<file path="config.mk">
export PLATFORM = sky130hd
export DESIGN_NAME = adc_to_pwm_tone_setter
export DESIGN_NICKNAME = d
export VERILOG_FILES = /design/src/hdl/atpts_pkg.sv /design/src/hdl/adc_to_pwm_tone_setter.sv
export SDC_FILE = /design/constraint.sdc
export NUM_CORES = 1
export LEC_CHECK = 0
export BUFFER_PORTS_ARGS = -buffer_cell sky130_fd_sc_hd__buf_4
export CORE_MARGIN = 5
export CORE_UTILIZATION = 35
export CTS_CLUSTER_DIAMETER = 120
export DETAILED_ROUTE_END_ITERATION = 16
export PLACE_DENSITY = 0.61
export SLEW_MARGIN = 20
export SYNTH_ARGS = -nofsm -noshare
export SYNTH_HDL_FRONTEND = slang
export SYNTH_SLANG_ARGS = --single-unit
</file>
<file path="constraint.sdc">
create_clock -name clk -period 8.41 [get_ports clk]
set_input_delay 1.682 -clock clk [delete_from_list [all_inputs] [get_ports clk]]
set_output_delay 1.682 -clock clk [all_outputs]
set_load 0.02 [all_outputs]
</file>
<file path="src/hdl/atpts_pkg.sv">
// Shared types, constants and helper functions for the ADC-driven PWM tone setter.
// No dependencies; the top level imports this package.
`default_nettype none

package atpts_pkg;

  localparam int unsigned DIV_W = 25;
  localparam int unsigned REM_W = 15;
  localparam int unsigned CNT_W = 5;

  localparam logic [1:0] MODE_IDLE = 2'd0;
  localparam logic [1:0] MODE_BYTE = 2'd1;
  localparam logic [1:0] MODE_TONE = 2'd2;

  localparam logic [6:0] TICKS_MODE1_LAST = 7'd99;
  localparam logic [6:0] TICKS_MODE2_LAST = 7'd9;

  localparam logic [14:0] FREQ_SPAN   = 15'd19980;
  localparam logic [14:0] FREQ_MIN    = 15'd20;
  localparam logic [14:0] ADC_FULL    = 15'd1023;
  localparam logic [14:0] DIGIT_BASE  = 15'd10;
  localparam logic [19:0] TIMER_CLOCK = 20'd1000000;

  localparam logic [CNT_W-1:0] STEPS_FREQ  = 5'd25;
  localparam logic [CNT_W-1:0] STEPS_TOP   = 5'd20;
  localparam logic [CNT_W-1:0] STEPS_SHOWN = 5'd15;
  localparam logic [CNT_W-1:0] STEPS_DIGIT = 5'd11;

  typedef enum logic [3:0] {
    S_IDLE = 4'b0001,
    S_DIV  = 4'b0010,
    S_POST = 4'b0100,
    S_EMIT = 4'b1000
  } state_t;

  typedef enum logic [5:0] {
    OP_FREQ  = 6'b000001,
    OP_TOP   = 6'b000010,
    OP_SHOWN = 6'b000100,
    OP_D0    = 6'b001000,
    OP_D1    = 6'b010000,
    OP_D2    = 6'b100000
  } op_t;

  function automatic logic [6:0] seg_code(input logic [3:0] digit);
    logic [6:0] code;
    unique case (digit)
      4'd0: code = 7'b0111111;
      4'd1: code = 7'b0000110;
      4'd2: code = 7'b1011011;
      4'd3: code = 7'b1001111;
      4'd4: code = 7'b1100110;
      4'd5: code = 7'b1101101;
      4'd6: code = 7'b1111101;
      4'd7: code = 7'b0000111;
      4'd8: code = 7'b1111111;
      4'd9: code = 7'b1100111;
      default: code = 7'b0000000;
    endcase
    return code;
  endfunction

  // Remainder by ten of a value below thirty-two, by two compare-and-subtract steps.
  function automatic logic [3:0] mod_ten(input logic [4:0] value);
    logic [4:0] v;
    v = value;
    if (v >= 5'd20) begin
      v = v - 5'd20;
    end
    if (v >= 5'd10) begin
      v = v - 5'd10;
    end
    return v[3:0];
  endfunction

endpackage

`default_nettype wire

</file>
<file path="src/hdl/adc_to_pwm_tone_setter.sv">
// Top level of the ADC-driven PWM tone setter with seven-segment readout.
// Depends on atpts_pkg for constants, state and operation types, and segment decoding.
//
// Usage:
// Each input request on in_valid/in_stall is one millisecond tick carrying adc_sample.
// Every accepted tick produces exactly one output request on out_valid/out_stall.
// The user must write the mode register via cfg_valid/cfg_ready/cfg_data while idle;
// the block does not enforce it. A tick that takes no new sample goes from idle
// straight to the emit step. A sampling tick runs a single shared restoring divider
// that yields one quotient bit per cycle: in mode 2 it forms the frequency, the PWM
// top, the shown value and its decimal digits one after another; in mode 1 it
// forms the decimal digits of the sample byte. in_stall stays high until the result
// is placed in the output register. A new tick is taken while that result still
// waits; if the receiver stalls, the next result waits in the sequencer and the
// input stays stalled. Synchronous reset clears the mode, the tick counter, the
// held PWM values and the output valid, and sets the held readout to zero.
`default_nettype none

module adc_to_pwm_tone_setter (
  input  wire logic        clk,
  input  wire logic        rst,
  input  wire logic        in_valid,
  output logic             in_stall,
  input  wire logic [9:0]  adc_sample,
  input  wire logic        cfg_valid,
  output logic             cfg_ready,
  input  wire logic [1:0]  cfg_data,
  output logic             out_valid,
  input  wire logic        out_stall,
  output logic             active,
  output logic             updated,
  output logic [7:0]       pwm8_compare,
  output logic [15:0]      pwm_top,
  output logic [14:0]      pwm_half,
  output logic [6:0]       seg_ones,
  output logic [6:0]       seg_tens,
  output logic [6:0]       seg_hundreds,
  output logic [6:0]       seg_thousands
);
  import atpts_pkg::*;

  state_t state;
  op_t op;
  logic [1:0] mode;
  logic [6:0] tick_count;
  logic [7:0] compare_byte;
  logic [15:0] period_top;
  logic [14:0] half_period;
  logic [14:0] freq;
  logic [6:0] seg_ones_held;
  logic [6:0] seg_tens_held;
  logic [6:0] seg_hundreds_held;
  logic [6:0] seg_thousands_held;
  logic res_active;
  logic res_updated;

  logic [DIV_W-1:0] div_q;
  logic [REM_W-1:0] div_rem;
  logic [REM_W-1:0] div_divisor;
  logic [CNT_W-1:0] div_count;

  logic [REM_W:0] div_shifted;
  logic [REM_W+1:0] div_diff;
  logic div_ge;
  logic [DIV_W-1:0] product;
  logic [14:0] freq_calc;
  logic [15:0] top_quot;
  logic accept;
  logic out_free;

  assign in_stall = (state != S_IDLE);
  assign cfg_ready = 1'b1;
  assign accept = in_valid && !in_stall;
  assign out_free = !out_valid || !out_stall;

  assign div_shifted = {div_rem, div_q[DIV_W-1]};
  assign div_diff = {1'b0, div_shifted} - {2'b00, div_divisor};
  assign div_ge = !div_diff[REM_W+1];
  assign product = DIV_W'(FREQ_SPAN) * DIV_W'(adc_sample);
  assign freq_calc = div_q[14:0] + FREQ_MIN;
  assign top_quot = div_q[15:0];

  always_ff @(posedge clk) begin
    if (rst) begin
      state <= S_IDLE;
      op <= OP_D0;
      mode <= MODE_IDLE;
      tick_count <= '0;
      compare_byte <= '0;
      period_top <= '0;
      half_period <= '0;
      seg_ones_held <= seg_code(4'd0);
      seg_tens_held <= seg_code(4'd0);
      seg_hundreds_held <= seg_code(4'd0);
      seg_thousands_held <= seg_code(4'd0);
      res_active <= 1'b0;
      res_updated <= 1'b0;
      out_valid <= 1'b0;
    end else begin
      if (cfg_valid && cfg_ready) begin
        mode <= cfg_data;
      end
      if (out_valid && !out_stall && state != S_EMIT) begin
        out_valid <= 1'b0;
      end
      unique case (state)
        S_IDLE: begin
          if (accept) begin
            res_active <= (mode == MODE_BYTE) || (mode == MODE_TONE);
            if (mode == MODE_BYTE && tick_count == TICKS_MODE1_LAST) begin
              tick_count <= '0;
              res_updated <= 1'b1;
              compare_byte <= adc_sample[9:2];
              div_q <= {3'b000, adc_sample[9:2], 14'b0};
              div_rem <= '0;
              div_divisor <= DIGIT_BASE;
              div_count <= STEPS_DIGIT;
              op <= OP_D0;
              state <= S_DIV;
            end else if (mode == MODE_TONE && tick_count == TICKS_MODE2_LAST) begin
              tick_count <= '0;
              res_updated <= 1'b1;
              div_q <= product;
              div_rem <= '0;
              div_divisor <= ADC_FULL;
              div_count <= STEPS_FREQ;
              op <= OP_FREQ;
              state <= S_DIV;
            end else begin
              if (mode == MODE_BYTE || mode == MODE_TONE) begin
                tick_count <= tick_count + 7'd1;
              end
              res_updated <= 1'b0;
              state <= S_EMIT;
            end
          end
        end
        S_DIV: begin
          div_q <= {div_q[DIV_W-2:0], div_ge};
          div_rem <= div_ge ? div_diff[REM_W-1:0] : div_shifted[REM_W-1:0];
          div_count <= div_count - 5'd1;
          if (div_count == 5'd1) begin
            state <= S_POST;
          end
        end
        S_POST: begin
          div_rem <= '0;
          unique case (op)
            OP_FREQ: begin
              freq <= freq_calc;
              div_q <= {TIMER_CLOCK, 5'b0};
              div_divisor <= freq_calc;
              div_count <= STEPS_TOP;
              op <= OP_TOP;
              state <= S_DIV;
            end
            OP_TOP: begin
              period_top <= top_quot - 16'd1;
              half_period <= top_quot[15:1];
              div_q <= {freq, 10'b0};
              div_divisor <= DIGIT_BASE;
              div_count <= STEPS_SHOWN;
              op <= OP_SHOWN;
              state <= S_DIV;
            end
            OP_SHOWN: begin
              div_q <= {div_q[10:0], 14'b0};
              div_count <= STEPS_DIGIT;
              op <= OP_D0;
              state <= S_DIV;
            end
            OP_D0: begin
              seg_ones_held <= seg_code(div_rem[3:0]);
              div_q <= {div_q[10:0], 14'b0};
              div_count <= STEPS_DIGIT;
              op <= OP_D1;
              state <= S_DIV;
            end
            OP_D1: begin
              seg_tens_held <= seg_code(div_rem[3:0]);
              div_q <= {div_q[10:0], 14'b0};
              div_count <= STEPS_DIGIT;
              op <= OP_D2;
              state <= S_DIV;
            end
            OP_D2: begin
              seg_hundreds_held <= seg_code(div_rem[3:0]);
              seg_thousands_held <= seg_code(mod_ten(div_q[4:0]));
              state <= S_EMIT;
            end
            default: begin
              state <= S_EMIT;
            end
          endcase
        end
        S_EMIT: begin
          if (out_free) begin
            out_valid <= 1'b1;
            state <= S_IDLE;
          end
        end
        default: begin
          state <= S_IDLE;
        end
      endcase
    end
  end

  always_ff @(posedge clk) begin
    if (state == S_EMIT && out_free) begin
      active <= res_active;
      updated <= res_updated;
      pwm8_compare <= res_active ? compare_byte : '0;
      pwm_top <= res_active ? period_top : '0;
      pwm_half <= res_active ? half_period : '0;
      seg_ones <= res_active ? seg_ones_held : '0;
      seg_tens <= res_active ? seg_tens_held : '0;
      seg_hundreds <= res_active ? seg_hundreds_held : '0;
      seg_thousands <= res_active ? seg_thousands_held : '0;
    end
  end

  a_div_count_live: assert property (@(posedge clk) disable iff (rst)
    state == S_DIV |-> div_count != '0)
    else $error("divider running with an exhausted step count");

  a_accept_leaves_idle: assert property (@(posedge clk) disable iff (rst)
    in_valid && !in_stall |=> state != S_IDLE)
    else $error("accepted tick did not start the sequencer");

  a_top_quot_range: assert property (@(posedge clk) disable iff (rst)
    state == S_POST && op == OP_TOP |-> div_q >= 25'd50 && div_q <= 25'd50000)
    else $error("PWM top quotient out of range");

  a_out_from_emit: assert property (@(posedge clk) disable iff (rst)
    $rose(out_valid) |-> $past(state) == S_EMIT)
    else $error("output request raised outside the emit step");

  a_idle_result_zero: assert property (@(posedge clk) disable iff (rst)
    out_valid && !active |-> !updated && pwm_top == '0 && seg_ones == '0)
    else $error("idle-mode result carries nonzero fields");

endmodule

`default_nettype wire
</file>
==> impl_metrics.toml, run 1 <==
[global_routing]
grt_max_degree = 72
grt_pass1_wl_mm = 51.14
gr-total-overflow = 0
grt_pass1_vias = 9504
antenna_found_initial = 0
grt_usage = 0.1499

[timing]
relSlewSlack = 0.3872
tightest_slew_ps = 913.7
rsz0062_at_grt = "false"
setup_viol = 0
timing.fmax_mhz = 188.5
fin_worst_skew_ps = 20.58
period_share = 0.6309
hold_violations = 0
fin_tns_setup_ps = 0
fin_ws_ps = 3104
period_minus_slack_ps = 5306
slew_viol_final = 0

[run]
maxCapViolCount = 0

[critical_path]
worstPathRequired_ps = 8780
regToRegEndpoint = "seg_thousands_held[5]"
worst-path-max-fanout = 6
r2r_start = "div_q[2]"
cp-start-kind = "input port"
endpoint_kind = "register"
reg2reg_slack_ps = 4880
worstSetupPathType = "input port to register"
arrival_ps = 5670
reg2reg_depth = 10

[detailed_routing]
drcViolationCount = 0
via_per_inst = 5.119
vias = 9649
drtIter0Drc = 609
wl_per_cell_um = 16.65
final_antenna_net_count = 0
drt_first_pass_iters = 5
totalWireLength_mm = 31.39

[outcome]
outcome = "completed"

[final_layout]
drive_above_1_share = 0.1208
multi_input_area_sq_mm = 0.006435
synthToLayoutAreaGrowth_pct = 15.50
nets = 1501
fin_util = 0.4061
fillers = 3712
ff_latch_area_sq_mm = 0.006110
n_antenna_cell = 0

[min_path]
worstHoldPathType = "register to register"
worstHoldEndpoint = "half_period[4]"
hold_depth = 2
worstHoldStart = "half_period[4]"

[cts]
cts_resized = 0
clock_latency_ps = 550
clock-sinks = 233
cts.clk_slew.worst_paths_ps = 60
postCtsSetupBuffers = 0
cts_tree = "built"
cts_buffer_depth = 3
hold_buffers = 0
htree_levels = 1
cts-buffers-inserted = 27
root_buffer = "clkbuf_16"

[floorplanning]
core_area_sq_mm = 0.03740
start_util = 0.3516
die_area_sq_mm = 0.04155
die_x_um = 203.8
die_h_um = 203.8
num_rows = 71
io_pins = 89

[yosys]
synth_area_sq_mm = 0.01315
synthFlopType = "edfxtp_1"
yosys.area.top_type_share = 0.3288
synth_edf_count = 144
ys_top_cells_by_area = "edfxtp_1, dfxtp_1, ha_1"
ys_ff_latch = 233
ys_warn_count = 0
async_flop_share = 0
synth_top_area_cell = "edfxtp_1"
synth_cells = 1298
synth.net_count = 1446
synth.avg_cell_area_sq_um = 10.13
yosysUniqueCellTypes = 79
ys_seq_area_frac = 0.4643

[power_and_ir_drop]
p_leak_nw = 5.950
p_per_area_mw_per_mm2 = 201.6
peakVddDrop_uv = 124.7
p_total_mw = 3.062

[placed_design]
portBuffers = 87
place_hpwl_mm = 22.67
dpl_worst_slack_ps = 2564
globalplace.congestion = 0.8497
==> cells by family (layout without fill, tap and decap cells) <==
logic type / Yosys count / after routing / share of synthesized area
AO/OA/AOI/OAI: 283 / 283 / 0.1421
XOR/XNOR: 57 / 57 / 0.03796
adder cells (fa/ha/maj): 131 / 131 / 0.1366
buffers and inverters: 164 / 240 / 0.04976
flip-flops: 233 / 233 / 0.4643
multiplexers: 17 / 17 / 0.01313
other: 1 / 1 / 0.0002852
AND/OR/NAND/NOR: 412 / 412 / 0.1559
==> state kept, by name, summed over array words and instances (netlist names), 8 cells and up <==
name	cells
compare_byte	8
div_divisor	15
div_q	25
div_rem	15
freq	15
half_period	15
period_top	16
pwm8_compare	8
pwm_half	15
pwm_top	16
==> placed cells by master, fill, tap and decap left out, drive strengths merged, types with 6 or more instances in the layout <==
cell,synthesis,routed
a22oi,9,9
nor2,107,107
and3,8,8
o21ai,62,62
clkbuf,53,33
or2,6,6
buf,16,95
nor2b,12,12
and2,70,70
a21oi,73,73
ha,110,110
nor3,16,16
edfxtp,144,144
nand4,7,7
nand2,119,119
o211ai,27,27
dfxtp,89,89
nand3,27,27
o21a,6,6
xnor2,35,35
o22ai,9,9
a311oi,6,6
xor2,22,22
inv,95,99
a211oi,28,28
clkinv,0,8
o31ai,7,7
a31o,7,7
a222oi,7,7
mux2i,15,15
fa,21,21
or3,6,6
==> per-layer routing <==
metal  up-vias  global-route usage  wire, um
met5         -                   0         0
met4         0             0.03975       680
met3        44             0.01936      1626
met2       250              0.2367     14130
met1      4614              0.2182     14950
li1       4741                   -         -
==> critical path, cell delays in order <==
cell and delay [ps]:
buf_4 110, inv_1 100, fa_1 540, inv_1 50
ha_1 270, inv_1 50, fa_1 360, inv_1 80
fa_1 420, ha_1 320, ha_1 380, a211oi_1 250
o21bai_1 130, a31o_2 250, a31o_2 290, o311a_1 340
o31ai_1 60
==> report_power, final <==
part / total, mW / internal, mW / switching (mW) / leakage (nW)
sequential: 1.28 / 1.25 / 0.0268 / 1.96
combinational: 0.572 / 0.240 / 0.332 / 3.54
clock: 1.21 / 0.732 / 0.479 / 0.451
total: 3.06 / 2.22 / 0.837 / 5.95
==> cell usage after synthesis (all sizes together), types with 28 or more instances <==
library cell / n
dfxtp: 89
o21ai: 62
xnor2: 35
nand2: 119
inv: 95
a211oi: 28
and2: 70
a21oi: 73
nor2: 107
ha: 110
edfxtp: 144
clkbuf: 53
==> layout make-up <==
type	count	area share
clock buffer	33	0.04729
timing repair buffer	95	0.04827
inverter	95	0.02348
sequential	233	0.4023
multi-input combinational	901	0.4237
clock inverter	17	0.01293
tap	511	0.04210
==> metrics by stage <==
step	hold slack (ps)	cell area, sq um	cells
after floorplan	408.1	13150	1298
after global placement	442.5	14240	1834
after detailed placement	444.4	14270	1835
after CTS	452.7	15190	1885
after global routing	469.0	15190	1885
final	450.3	15190	1885
==> how the worst max path moves through the flow <==
| stage | slack [ps] | endpoint | start |
|---|---|---|---|
| 6_report | 3100 | div_q[22] | adc_sample[1] |
| 3_5_place_dp | 2560 | div_q[22] | adc_sample[1] |
| 5_1_grt | 2840 | div_q[22] | adc_sample[8] |
| 3_3_place_gp | 2650 | div_q[22] | adc_sample[1] |
| 4_1_cts | 3140 | div_q[22] | adc_sample[1] |
| 2_1_floorplan | 2840 | active | out_stall |
Note: power is estimated with default switching activity, not from simulation.
==> run 2, diff against run 1 <==
clock period = 5.4 ns   (was 8.41 ns; I/O delays follow)
==> impl_metrics.toml, run 2 (same netlist as run 1, synthesis figures left out) <==
[min_path]
worstHoldEndpoint = "updated"
hold_depth = 0
worstHoldPathType = "register to register"
worstHoldStart = "res_updated"

[final_layout]
synthToLayoutAreaGrowth_pct = 14.98
final_cell_mix = "edfxtp_1, nand2_1, ha_1"
final_common_cell = "edfxtp_1"
nets = 1500
drive_above_1_share = 0.1188
n_antenna_cell = 0
top_regs = "div_q (25), period_top (16), pwm_top (16)"
stdcell_area_sq_mm = 0.01512
largest_reg_flops = 25
top_register = "div_q"
fin_util = 0.4043
fillers = 3634

[timing]
period_share = 0.8760
fin_tns_setup_ps = 0
hold_violations = 0
fin_worst_skew_ps = 10.31
rsz0062_at_grt = "false"
setup_viol = 0
hold_ws_ps = 449.0
timing.fmax_mhz = 211.4
relSlewSlack = 0.4082
period_minus_slack_ps = 4730
tightest_slew_ps = 882.4
slew_viol_final = 0

[critical_path]
r2r_start = "div_q[2]"
regToRegEndpoint = "seg_thousands_held[5]"
cp-start-kind = "input port"
worstSetupPathType = "input port to register"
worst-path-max-fanout = 5
reg2reg_slack_ps = 1860
reg2reg_depth = 10
endpoint_kind = "register"
worstPathRequired_ps = 5650
arrival_ps = 4980

[floorplanning]
die_area_sq_mm = 0.04155
die_x_um = 203.8
io_pins = 89
num_rows = 71
core_area_sq_mm = 0.03740
start_util = 0.3516
die_h_um = 203.8

[detailed_routing]
m1WireLength_mm = 15.02
vias = 9593
final_antenna_net_count = 0
drt_first_pass_iters = 6
met3_length_mm = 1.708
drcViolationCount = 0
via_per_inst = 5.095
totalWireLength_mm = 31.56
route.met2.wl_mm = 14.27
drtIter0Drc = 718
wl_per_cell_um = 16.76
dr.max_layer_used = "met4"

[global_routing]
grt_pass1_vias = 9379
grt_max_degree = 72
grt_pass1_wl_mm = 51.42
gr-total-overflow = 0
grt_usage = 0.1508
antenna_found_initial = 1

[power_and_ir_drop]
p_per_area_mw_per_mm2 = 305.6
peakVddDrop_uv = 242.0
p_leak_nw = 5.917

[cts]
cts_buffer_depth = 3
cts_tree = "built"
cts_resized = 0
cts-buffers-inserted = 26
htree_levels = 1
hold_buffers = 0
postCtsSetupBuffers = 0
cts.clk_slew.worst_paths_ps = 60
clock_latency_ps = 540
root_buffer = "clkbuf_16"
clock-sinks = 233

[run]
maxCapViolCount = 0

[placed_design]
place_hpwl_mm = 22.67
portBuffers = 87
place_area_sq_mm = 0.01428
globalplace.congestion = 0.8504

[outcome]
outcome = "completed"
-- run 2: worst max-delay path: stages --
cell      delay (ps)
buf_4            100
inv_1            100
fa_1             540
inv_1             50
ha_1             280
inv_1             70
fa_1             160
inv_1             50
fa_1             410
fa_1             470
ha_1             380
a211oi_1         380
o21ai_0          210
nand4b_1         220
o311ai_0         170
xnor2_1          180
o221ai_1         140
-- run 2: cell type report --
type	instances	area (sq um)	area share
Multi-Input combinational cell	901	6435	0.4256
Clock buffer	38	747.0	0.04940
Inverter	95	356.6	0.02358
Timing Repair Buffer	95	745.7	0.04932
Clock inverter	10	86.33	0.005710
Sequential cell	233	6110	0.4041
Tap cell	511	639.4	0.04229
-- run 2: layer usage --
layer / GRT usage / up-vias
met2: 0.2385 / 256
met4: 0.03517 / 0
met3: 0.02110 / 41
met1: 0.2202 / 4571
li1: - / 4725
met5: 0 / -
-- run 2: worst max-delay path by stage --
stage	from	endpoint	slack, ps
after floorplan	state[2]	active	420
after global placement	adc_sample[1]	div_q[22]	240
after detailed placement	adc_sample[1]	div_q[21]	140
after CTS	adc_sample[1]	div_q[21]	700
after global routing	adc_sample[8]	div_q[22]	410
final	adc_sample[1]	div_q[21]	670
-- run 2: stage by stage --
step | power, mW | setup WS (ps) | instances
floorplan | 2.677 | 419.4 | 1298
global placement | 2.895 | 243.1 | 1834
detailed placement | 2.914 | 144.3 | 1835
CTS | 4.671 | 699.2 | 1883
global route | 4.873 | 405.8 | 1883
finish | 4.620 | 669.7 | 1883
-- run 2: power breakdown --
| group | total, mW | leakage (nW) | switching (mW) | internal (mW) |
|---|---|---|---|---|
| combinational | 0.893 | 3.54 | 0.519 | 0.374 |
| clock | 1.73 | 0.415 | 0.724 | 1.01 |
| sequential | 1.99 | 1.96 | 0.0424 | 1.95 |
| total | 4.62 | 5.92 | 1.29 | 3.33 |
==> run 3, diff against run 2 <==
CORE_UTILIZATION = 57   (was 35)
PLACE_DENSITY = 0.86   (was 0.61)
==> impl_metrics.toml, run 3 (same netlist as run 1, synthesis figures left out) <==
[cts]
cts.clk_slew.worst_paths_ps = 60
clock_latency_ps = 530
cts_resized = 0
cts-buffers-inserted = 24
postCtsSetupBuffers = 0
htree_levels = 1
clock-sinks = 233
root_buffer = "clkbuf_16"
cts_buffer_depth = 3
hold_buffers = 0
cts_tree = "built"

[power_and_ir_drop]
power.share.combinational = 0.194
p_sw_frac = 0.2739
intPower_mw = 3.380
p_per_area_mw_per_mm2 = 314.3
power.switching_mw = 1.275
p_clk_frac = 0.379
seqPwrFrac = 0.428
peakVddDrop_uv = 227.1
p_leak_nw = 5.905

[floorplanning]
num_rows = 55
core_area_sq_mm = 0.02271
start_util = 0.5791
die_h_um = 161.9
io_pins = 89
die_x_um = 161.9
die_area_sq_mm = 0.02621

[timing]
period_share = 0.8815
hold_violations = 0
setup_viol = 0
hold_ws_ps = 436.1
fin_worst_skew_ps = 11.18
rsz0062_at_grt = "false"
period_minus_slack_ps = 4760
timing.fmax_mhz = 210.1
slew_viol_final = 0
tightest_slew_ps = 990.0
relSlewSlack = 0.3400
fin_tns_setup_ps = 0

[final_layout]
top_register = "div_q"
n_antenna_cell = 0
synthToLayoutAreaGrowth_pct = 12.65
largest_reg_flops = 25
final_cell_mix = "edfxtp_1, nand2_1, ha_1"
drive_above_1_share = 0.1185
nets = 1497
final_common_cell = "edfxtp_1"
top_regs = "div_q (25), period_top (16), pwm_top (16)"
stdcell_area_sq_mm = 0.01481

[placed_design]
place_area_sq_mm = 0.01396
place_hpwl_mm = 21.36
globalplace.congestion = 0.9429
portBuffers = 87

[global_routing]
gr-total-overflow = 0
grt_pass1_vias = 9573
antenna_found_initial = 0
grt_usage = 0.2296
grt_pass1_wl_mm = 49.47
grt_max_degree = 72

[outcome]
outcome = "completed"

[detailed_routing]
totalWireLength_mm = 30.36
vias = 9847
drtIter0Drc = 861
wl_per_cell_um = 18.38
drt_first_pass_iters = 6
via_per_inst = 5.961
final_antenna_net_count = 0
drcViolationCount = 0

[critical_path]
arrival_ps = 5080
endpoint_kind = "register"
worstPathRequired_ps = 5720
worstSetupPathType = "input port to register"
worst-path-max-fanout = 6
cp-start-kind = "input port"
reg2reg_slack_ps = 1960

[run]
maxCapViolCount = 0

[min_path]
worstHoldPathType = "register to register"
[run 3: layout make-up]
cell class / instances / area, sq um
Clock buffer: 28 / 646.9
Clock inverter: 16 / 198.9
Tap cell: 285 / 356.6
Timing Repair Buffer: 94 / 705.7
Multi-Input combinational cell: 901 / 6439
Fill cell: 1762 / 7896
Sequential cell: 233 / 6110
Inverter: 95 / 356.6
[run 3: metrics by stage]
step | utilization | instances | total power, mW | worst slack (ps)
final | 0.6523 | 1652 | 4.655 | 639.9
after global routing | 0.6523 | 1652 | 4.870 | 409.0
after CTS | 0.6522 | 1652 | 4.666 | 679.1
after detailed placement | 0.6149 | 1608 | 2.906 | 143.9
after global placement | 0.6149 | 1608 | 2.886 | 237.1
after floorplan | - | 1298 | 2.677 | 419.4
[run 3: worst paths after layout]
kind | to | depth (start not counted) | start
worst max-delay path | div_q[22] | 17 | adc_sample[1]
worst min-delay path | updated | 0 | res_updated
worst max register to register | seg_thousands_held[5] | 10 | div_q[2]
worst min register to register | updated | 0 | res_updated
[run 3: power groups by stage]
| stage | logic (mW) | registers [mW] | clock network [mW] |
|---|---|---|---|
| 2_1_floorplan | 0.659 | 2.02 | 0 |
| 3_3_place_gp | 0.858 | 2.03 | 0 |
| 3_5_place_dp | 0.876 | 2.03 | 0 |
| 4_1_cts | 0.887 | 1.99 | 1.79 |
| 5_1_grt | 1.01 | 2.00 | 1.86 |
| 6_report | 0.901 | 1.99 | 1.76 |
[run 3: metal layers]
| layer | up-vias | routed length (um) | GRT usage |
|---|---|---|---|
| li1 | 4731 | - | - |
| met1 | 4675 | 13270 | 0.3197 |
| met2 | 385 | 14140 | 0.3779 |
| met3 | 56 | 2122 | 0.03146 |
| met4 | 0 | 820 | 0.06844 |
| met5 | - | 0 | 0 |
[run 3: worst max-delay path: stages]
cell and delay, ps:
buf_4 100, inv_1 100, fa_1 560, inv_1 40, ha_1 260, inv_1 40, fa_1 360, inv_1 80
fa_1 430, ha_1 320, ha_1 390, a211oi_1 250, o21bai_1 120, a31o_2 240, a31o_2 290, o311a_1 330
o31ai_1 80
